`src/hdl/hid_report_frame_assembler_unit_macros.svh`:
```
// Assertion macros used by the report frame assembler controller.
`ifndef HID_REPORT_FRAME_ASSEMBLER_UNIT_MACROS_SVH
`define HID_REPORT_FRAME_ASSEMBLER_UNIT_MACROS_SVH
`ifndef SYNTHESIS
`define HRFA_ASSERT_IMPL(name, clk, rstn, ante, cons) \
	name: assert property (@(posedge clk) disable iff (!rstn) (ante) |-> (cons)) \
		else $error("assertion failed");
`define HRFA_ASSERT_NEXT(name, clk, rstn, ante, cons) \
	name: assert property (@(posedge clk) disable iff (!rstn) (ante) |=> (cons)) \
		else $error("assertion failed");
`else
`define HRFA_ASSERT_IMPL(name, clk, rstn, ante, cons)
`define HRFA_ASSERT_NEXT(name, clk, rstn, ante, cons)
`endif
`endif

```
`src/hdl/hrfa_pkg.sv`:
```
// Shared constants and types of the report frame assembler.
`default_nettype none
package hrfa_pkg;
	localparam int unsigned LINE_CHARS = 63;
	localparam int unsigned STORE_WIDTH = 8;
	localparam int unsigned STORE_DEPTH = 512;
	localparam int unsigned STORE_AW = 9;

	localparam logic [2:0] CLS_IGNORE = 3'd0;
	localparam logic [2:0] CLS_CHUNK = 3'd1;
	localparam logic [2:0] CLS_FRAME_END = 3'd2;
	localparam logic [2:0] CLS_TEXT0 = 3'd3;
	localparam logic [2:0] CLS_TEXT1 = 3'd4;
	localparam logic [2:0] CLS_CLEAR = 3'd5;

	localparam logic [7:0] CMD_CHUNK0 = 8'h00;
	localparam logic [7:0] CMD_CHUNK_LIMIT = 8'h08;
	localparam logic [7:0] CMD_FRAME_END = 8'hFF;
	localparam logic [7:0] CMD_TEXT0 = 8'h01;
	localparam logic [7:0] CMD_TEXT1 = 8'h02;
	localparam logic [7:0] CMD_CLEAR = 8'h10;

	localparam logic [1:0] KIND_CHAR = 2'd0;
	localparam logic [1:0] KIND_LINE_END = 2'd1;
	localparam logic [1:0] KIND_CANVAS = 2'd2;
	localparam logic [1:0] KIND_STATUS = 2'd3;

	localparam logic [1:0] VIEW_WIDGETS = 2'd0;
	localparam logic [1:0] VIEW_TEXT = 2'd1;
	localparam logic [1:0] VIEW_CANVAS = 2'd2;

	localparam logic [2:0] SEL_CHAR = 3'd0;
	localparam logic [2:0] SEL_LINE_END = 3'd1;
	localparam logic [2:0] SEL_CLR_LINE_END = 3'd2;
	localparam logic [2:0] SEL_STATUS = 3'd3;
	localparam logic [2:0] SEL_CANVAS = 3'd4;

	typedef struct packed {
		logic clr;
		logic chr;
		logic lend;
		logic clr3;
		logic frame;
	} hrfa_plan_t;

	typedef struct packed {
		logic ready;
		logic take;
		logic sweep;
		logic rd_issue;
		logic load;
		logic [2:0] sel;
		logic line;
		logic last;
		logic [STORE_AW-1:0] addr;
		logic [5:0] word;
	} hrfa_cmd_t;

	typedef struct packed {
		logic in_valid;
		logic out_free;
		hrfa_plan_t plan;
	} hrfa_stat_t;
endpackage
`default_nettype wire

```
`src/hdl/hrfa_ctrl.sv`:
```
// Controller state machine sequencing clearing, results and frame conversion.
`default_nettype none
`include "hid_report_frame_assembler_unit_macros.svh"
module hrfa_ctrl (
	input wire logic clk,
	input wire logic arst_n,
	input wire hrfa_pkg::hrfa_stat_t stat,
	output hrfa_pkg::hrfa_cmd_t cmd
);
	localparam logic [2:0] S_IDLE = 3'd0;
	localparam logic [2:0] S_SWEEP = 3'd1;
	localparam logic [2:0] S_CHAR = 3'd2;
	localparam logic [2:0] S_LEND = 3'd3;
	localparam logic [2:0] S_CLR3 = 3'd4;
	localparam logic [2:0] S_CREAD = 3'd5;
	localparam logic [2:0] S_CEMIT = 3'd6;

	logic [2:0] state_q, state_n;
	logic [8:0] cnt_q, cnt_n;
	logic [5:0] word_q, word_n;
	logic pend_chr_q, pend_lend_q, pend_clr3_q, pend_frame_q;
	logic pend_chr_n, pend_lend_n, pend_clr3_n, pend_frame_n;

	function automatic logic [2:0] pick(input logic chr, input logic lend,
		input logic clr3, input logic frame);
		logic [2:0] s;
		if (chr) s = S_CHAR;
		else if (lend) s = S_LEND;
		else if (clr3) s = S_CLR3;
		else if (frame) s = S_CREAD;
		else s = S_IDLE;
		return s;
	endfunction

	always_comb begin
		cmd = '0;
		state_n = state_q;
		cnt_n = cnt_q;
		word_n = word_q;
		pend_chr_n = pend_chr_q;
		pend_lend_n = pend_lend_q;
		pend_clr3_n = pend_clr3_q;
		pend_frame_n = pend_frame_q;
		cmd.word = word_q;
		unique case (state_q)
			S_IDLE: begin
				cmd.ready = 1'b1;
				cmd.take = stat.in_valid;
				if (stat.in_valid) begin
					pend_chr_n = stat.plan.chr;
					pend_lend_n = stat.plan.lend;
					pend_clr3_n = stat.plan.clr3;
					pend_frame_n = stat.plan.frame;
					word_n = '0;
					cnt_n = '0;
					state_n = stat.plan.clr ? S_SWEEP : pick(stat.plan.chr, stat.plan.lend,
						stat.plan.clr3, stat.plan.frame);
				end
			end
			S_SWEEP: begin
				cmd.sweep = 1'b1;
				cmd.addr = cnt_q;
				cnt_n = cnt_q + 9'd1;
				if (cnt_q == 9'd511) begin
					cnt_n = '0;
					state_n = pick(pend_chr_q, pend_lend_q, pend_clr3_q, pend_frame_q);
				end
			end
			S_CHAR: begin
				if (stat.out_free) begin
					cmd.load = 1'b1;
					cmd.sel = hrfa_pkg::SEL_CHAR;
					cmd.last = !pend_lend_q;
					pend_chr_n = 1'b0;
					state_n = pick(1'b0, pend_lend_q, pend_clr3_q, pend_frame_q);
				end
			end
			S_LEND: begin
				if (stat.out_free) begin
					cmd.load = 1'b1;
					cmd.sel = hrfa_pkg::SEL_LINE_END;
					cmd.last = 1'b1;
					pend_lend_n = 1'b0;
					state_n = pick(1'b0, 1'b0, pend_clr3_q, pend_frame_q);
				end
			end
			S_CLR3: begin
				if (stat.out_free) begin
					cmd.load = 1'b1;
					cmd.sel = (cnt_q == 9'd2) ? hrfa_pkg::SEL_STATUS : hrfa_pkg::SEL_CLR_LINE_END;
					cmd.line = cnt_q[0];
					cmd.last = (cnt_q == 9'd2);
					cnt_n = cnt_q + 9'd1;
					if (cnt_q == 9'd2) begin
						cnt_n = '0;
						pend_clr3_n = 1'b0;
						state_n = pick(1'b0, 1'b0, 1'b0, pend_frame_q);
					end
				end
			end
			S_CREAD: begin
				cmd.addr = {word_q[5:4], cnt_q[6:0]};
				cmd.rd_issue = !cnt_q[7];
				cnt_n = cnt_q + 9'd1;
				if (cnt_q[7]) begin
					cnt_n = '0;
					state_n = S_CEMIT;
				end
			end
			S_CEMIT: begin
				if (stat.out_free) begin
					cmd.load = 1'b1;
					cmd.sel = hrfa_pkg::SEL_CANVAS;
					cmd.last = (word_q == 6'd63);
					word_n = word_q + 6'd1;
					if (word_q[3:0] == 4'd15) begin
						if (word_q == 6'd63) begin
							pend_frame_n = 1'b0;
							state_n = S_IDLE;
						end else begin
							state_n = S_CREAD;
						end
					end
				end
			end
			default: begin
				state_n = S_IDLE;
			end
		endcase
	end

	always_ff @(posedge clk or negedge arst_n) begin
		if (!arst_n) begin
			state_q <= S_SWEEP;
			cnt_q <= '0;
			word_q <= '0;
			pend_chr_q <= 1'b0;
			pend_lend_q <= 1'b0;
			pend_clr3_q <= 1'b0;
			pend_frame_q <= 1'b0;
		end else begin
			state_q <= state_n;
			cnt_q <= cnt_n;
			word_q <= word_n;
			pend_chr_q <= pend_chr_n;
			pend_lend_q <= pend_lend_n;
			pend_clr3_q <= pend_clr3_n;
			pend_frame_q <= pend_frame_n;
		end
	end

	`HRFA_ASSERT_IMPL(a_load_needs_room, clk, arst_n, cmd.load, stat.out_free)
	`HRFA_ASSERT_IMPL(a_take_only_idle, clk, arst_n, cmd.take, state_q == S_IDLE)
	`HRFA_ASSERT_NEXT(a_sweep_ends, clk, arst_n, state_q == S_SWEEP && cnt_q == 9'd511,
		state_q != S_SWEEP)
	`HRFA_ASSERT_NEXT(a_frame_done, clk, arst_n, state_q == S_CEMIT && cmd.load && word_q == 6'd63,
		state_q == S_IDLE)
endmodule
`default_nettype wire

```
`config.mk`:
```
export PLATFORM = sky130hd
export DESIGN_NAME = hrfa_ctrl
export DESIGN_NICKNAME = d
export VERILOG_FILES = /design/src/hdl/hrfa_pkg.sv /design/src/hdl/hrfa_ctrl.sv
export VERILOG_INCLUDE_DIRS = /design/src /design/src/hdl
export SDC_FILE = /design/constraint.sdc
export NUM_CORES = 1
export LEC_CHECK = 0
export BUFFER_PORTS_ARGS = -buffer_cell sky130_fd_sc_hd__clkbuf_2
export CAP_MARGIN = 20
export CORE_MARGIN = 2
export CORE_UTILIZATION = 54
export DETAILED_ROUTE_END_ITERATION = 10
export PLACE_DENSITY = 0.79
export SYNTH_ARGS = -nofsm -noshare
export SYNTH_HDL_FRONTEND = slang
export SYNTH_SLANG_ARGS = --single-unit
```
`constraint.sdc`:
```
create_clock -name clk -period 3.1 [get_ports clk]
set_input_delay 0.465 -clock clk [delete_from_list [all_inputs] [get_ports clk]]
set_output_delay 0.465 -clock clk [all_outputs]
set_load 0.05 [all_outputs]
```
# ---- Word level (Yosys, flattened, before mapping)
# Cells that the tools add are included.
dict set report totals {
  reg_bits 22
  output_inout_bits 25
}
dict set report classes {
  n_addsub 2
  eq_ne 20
  muxes 58
  reduce_logical 15
}
# cell n
set op_table {}
lappend op_table {{3-bit 2-to-1 mux} 19}
lappend op_table {{9-bit 2-to-1 mux} 5}
lappend op_table {{9-bit one-hot mux with 4 select lines} 1}
lappend op_table {{3-bit one-hot mux with 7 select lines} 1}
lappend op_table {{2-bit inequality test, second input constant} 10}
lappend op_table {{6-bit 2-to-1 mux} 3}
lappend op_table {{9-bit one-hot mux with 2 select lines} 1}
lappend op_table {{1-bit 2-to-1 mux} 17}
lappend op_table {{4-bit one-hot mux with 4 select lines} 1}
lappend op_table {{4-bit 2-to-1 mux} 3}
lappend op_table {{6-bit one-hot mux with 2 select lines} 1}
lappend op_table {{3-bit AND reduction} 4}
lappend op_table {{9-bit by 1-bit adder with 9-bit output, second input constant} 1}
lappend op_table {{3-bit == test, second input constant} 3}
lappend op_table {{9-bit by 2-bit == test with 1-bit output, second input constant} 1}
lappend op_table {{9-bit == test, second input constant} 1}
lappend op_table {{9-bit AND reduction} 1}
lappend op_table {{1-bit one-hot mux with 2 select lines} 4}
lappend op_table {{2-bit nonzero test} 4}
lappend op_table {{6-bit by 1-bit adder with 6-bit output, second input constant} 1}
lappend op_table {{3-bit by 2-bit == test with 1-bit output, second input constant} 2}
lappend op_table {{6-bit == test, second input constant} 1}
lappend op_table {{5-bit AND reduction} 1}
lappend op_table {{4-bit == test, second input constant} 1}
lappend op_table {{7 further kinds} 8}

# ---- Logic depth before layout (Yosys ltp)
dict set report logic_depth {
  depth_word 7
  depth_mapped 9
  ltp_nobuf 9
}

# ---- Worst setup path before layout
# OpenSTA, ideal clock, no wires.
dict set report synth_path {
  kind {flip-flop to output port}
  from {reg state_q[0]}
  to {out cmd[15] in the netlist's numbering}
  arrival_time_ns 2.535
  t_required_ns 2.635
  slack_ns 0.100
  stages_incl_launch_ff 6
  cell_sequence {dfstp_2 -> clkbuf_1 -> clkbuf_1 -> nand3b_1 -> a21oi_1 -> o21bai_1}
}
# element line_no
set synth_lines {}
lappend synth_lines {{start: declaration} hrfa_ctrl.sv:18} ;# logic [2:0] state_q, state_n;
lappend synth_lines {{start signal: assignment} hrfa_ctrl.sv:142} ;# state_q <= state_n;
lappend synth_lines {{end: declaration} hrfa_ctrl.sv:8} ;# output hrfa_pkg::hrfa_cmd_t cmd

==> results.py <==
metrics = {
    "logic_synthesis": {
        "synth_top_flop_cell": "dfrtp_1",
        "synth_enable_flop_cells": 0,
        "cells_taking_the_most_area_after_synthesis": "dfrtp_1, o21ai_0, nand2_1",
        "synth.yosys.seq_area_share_pct": 34.0,
        "synth_cell_type_count": 47,
        "total_standard_cell_area_after_synthesis_um2": 1620,
        "syn_nets": 210,
        "asyncSetResetFlopFracSynth_pct": 100,
        "synth_top_area_share_pct": 32.4,
        "post_synth_inst_count": 196,
        "synth_largest_area_cell": "dfrtp_1",
        "ys.warnings.count": 0,
        "synth.ff_latch_count": 22,
        "synthesis.area_per_instance_um2": 8.27,
    },
    "worst_hold_path": {
        "hold_class": "in -> async",
    },
    "critical_path": {
        "reg2regPathDepth": 9,
        "crit_type": "reg -> out",
        "critical_path_sink_type": "output pin",
        "cp_max_fo": 21,
        "worst_ep_required_time_ns": 2.63,
        "critical_path_start_type": "register",
        "worst-endpoint-arrival_ns": 2.18,
    },
    "sta": {
        "finalClockSkew_ns": 0.00583,
        "pins_over_their_slew_limit": 0,
        "period_minus_slack_ns": 2.64,
        "max_clock_freq_mhz": 378,
        "timing_worst_slew_pin_value_ns": 0.658,
        "rsz0062_at_grt": "false",
        "final.period_utilization_pct": 85.2,
        "setup_viol": 0,
        "fin_setup_tns_ns": 0,
        "timing_hold_violations_final": 0,
        "timing.slew.headroom_pct": 56.0,
    },
    "layout": {
        "mostFrequentLayoutCells": "clkbuf_2, dfrtp_1, nand2_1",
        "final_cell_area_um2": 1840,
        "multi_input_comb_area_um2": 998,
        "layout-drive-gt1-share_pct": 24.8,
        "num-fill-cells": 241,
        "most_common_library_cell_in_the_layout_ignoring_fill_and_taps": "clkbuf_2",
        "nNetsFinal": 241,
        "sequential_cell_area_um2": 552,
        "flow.area_growth_from_synthesis_pct": 13.7,
        "n_antenna_cell": 0,
    },
    "clock_tree": {
        "cts_root_buffer": "clkbuf_4",
        "maximum_clock_path_buffer_count": 2,
        "ctsHoldBuffers": 0,
        "worst_setup_hold_path_clk_slew_ns": 0.13,
        "cts_inserted_buffers": 3,
        "cts_repair_resize_count": 0,
        "postCtsSetupBuffers": 0,
        "clkSinkCount": 22,
        "clkLatencyLatePin_ns": 0.31,
        "number_of_h_tree_branching_levels": 1,
        "tritoncts": "built",
    },
    "routing": {
        "post_drt_via_cell_ratio": 6.30,
        "firstDrtPassIters": 8,
        "drc": 1,
        "vias": 1619,
        "first_iter_violations": 121,
        "avgRoutedWirePerCell_um": 16.3,
        "drtAntennaViolNets": 0,
        "drt_wl_total_um": 4190,
    },
    "floorplanning": {
        "dieHeight_um": 58.8,
        "floorplan.io_pins": 34,
        "die-width_um": 58.8,
        "core.rowCount": 19,
        "placeable_core_region_um2": 2810,
        "fp.dieArea_um2": 3460,
        "start_util_pct": 57.8,
    },
    "placed_design": {
        "gp_congestion": 0.882,
        "placedInstanceArea_um2": 1810,
        "dp.final_hpwl_um": 3170,
        "numPortBuffers": 33,
    },
    "outcome": {
        "failed_checks": "DRC",
        "status": "finished with violations",
    },
    "global_route": {
        "number_of_global_route_vias_before_repair": 1495,
        "grt_start_max_net_pins": 23,
        "grt_overflow": 0,
        "antenna_found_initial": 0,
        "grt_pass1_wl_um": 7020,
        "grtUsageTotal_pct": 26.0,
    },
    "job": {
        "maxCapViolations": 0,
    },
    "power": {
        "worst_voltage_drop_across_the_vdd_grid_v": 0.000457,
        "power.static_leakage_uw": 0.000864,
        "powerDensity_nw_per_um2": 870,
    },
}
==> cells by family after synthesis <==
| kind of cell | count (synthesis) | share of synthesized area [%] |
|---|---|---|
| multiplexers | 7 | 4.63 |
| adder cells (fa/ha/maj) | 5 | 3.86 |
| AND/OR/NAND/NOR | 87 | 28.9 |
| flip-flops | 22 | 34.0 |
| XOR/XNOR | 1 | 0.540 |
| AO/OA/AOI/OAI | 56 | 23.7 |
| buffers and inverters | 18 | 4.40 |
==> through the flow <==
stage	worst slack [ns]	cells	util (%)	total power [µW]	hold slack (ns)
global route	0.362	257	65.7	1710	0.144
detailed placement	0.655	253	64.4	1430	0.480
global placement	0.783	253	64.4	1400	0.478
floorplan	0.100	196	-	1210	0.169
finish	0.457	257	65.7	1600	0.116
CTS	0.470	257	65.7	1590	0.136
==> metal layers <==
layer  share of wire [%]  GRT usage (%)
met5                   0              0
met4                 1.3           7.14
met3                 5.8           2.42
met2                  47           41.3
met1                  46           38.0
==> flip-flops by register name, indices dropped and copies added, names as in the netlist <==
signal / cells
word_q: 6
pend_clr3_q: 1
pend_frame_q: 1
pend_lend_q: 1
cnt_q: 9
pend_chr_q: 1
state_q: 3
==> synth_stat cells, drive strengths merged (2+ instances only) <==
| cell | instances |
|---|---|
| dfrtp | 21 |
| and3 | 5 |
| o21ai | 19 |
| nand2 | 21 |
| nor4b | 2 |
| a22o | 8 |
| nor4 | 2 |
| nand4 | 5 |
| inv | 8 |
| and2 | 6 |
| mux2i | 3 |
| a21oi | 14 |
| nand2b | 3 |
| a31oi | 2 |
| nor2b | 9 |
| ha | 5 |
| nor3 | 7 |
| clkbuf | 6 |
| o221ai | 2 |
| nor2 | 18 |
| nand3 | 5 |
| buf | 4 |
| o21bai | 2 |
| mux2 | 4 |
==> report_power, final <==
part / switching (µW) / leakage (µW) / internal [µW]
Combinational: 622 / 0.000550 / 312
Sequential: 146 / 0.000293 / 361
Clock: 90.1 / 0.0000210 / 71.7
==> worst max-delay path, stage by stage (launching register included) <==
cell and delay, ns:
dfstp_2 0.75, nor2b_1 0.60, and3_1 0.25, clkbuf_2 0.27
==> final timing paths <==
kind / from / slack [ns] / end
max in group asynchronous: arst_n / 2.61 / state_q[0]
worst max register to register: cnt_q[1] / 0.63 / state_q[2]
min in group clk: stat[3] / 0.41 / pend_chr_q
worst min register to register: pend_clr3_q / 0.57 / pend_clr3_q
worst min-delay path: arst_n / 0.12 / cnt_q[7]
worst max-delay path: state_q[0] / 0.46 / cmd[21]
==> layout make-up <==
| cell class | count | area share [%] |
|---|---|---|
| multi-input combinational | 156 | 54.2 |
| inverter | 8 | 1.63 |
| clock buffer | 4 | 1.97 |
| sequential | 22 | 29.9 |
| tap | 31 | 2.10 |
| timing repair buffer | 36 | 10.2 |
No activity file was read; power rests on OpenSTA's default activity.
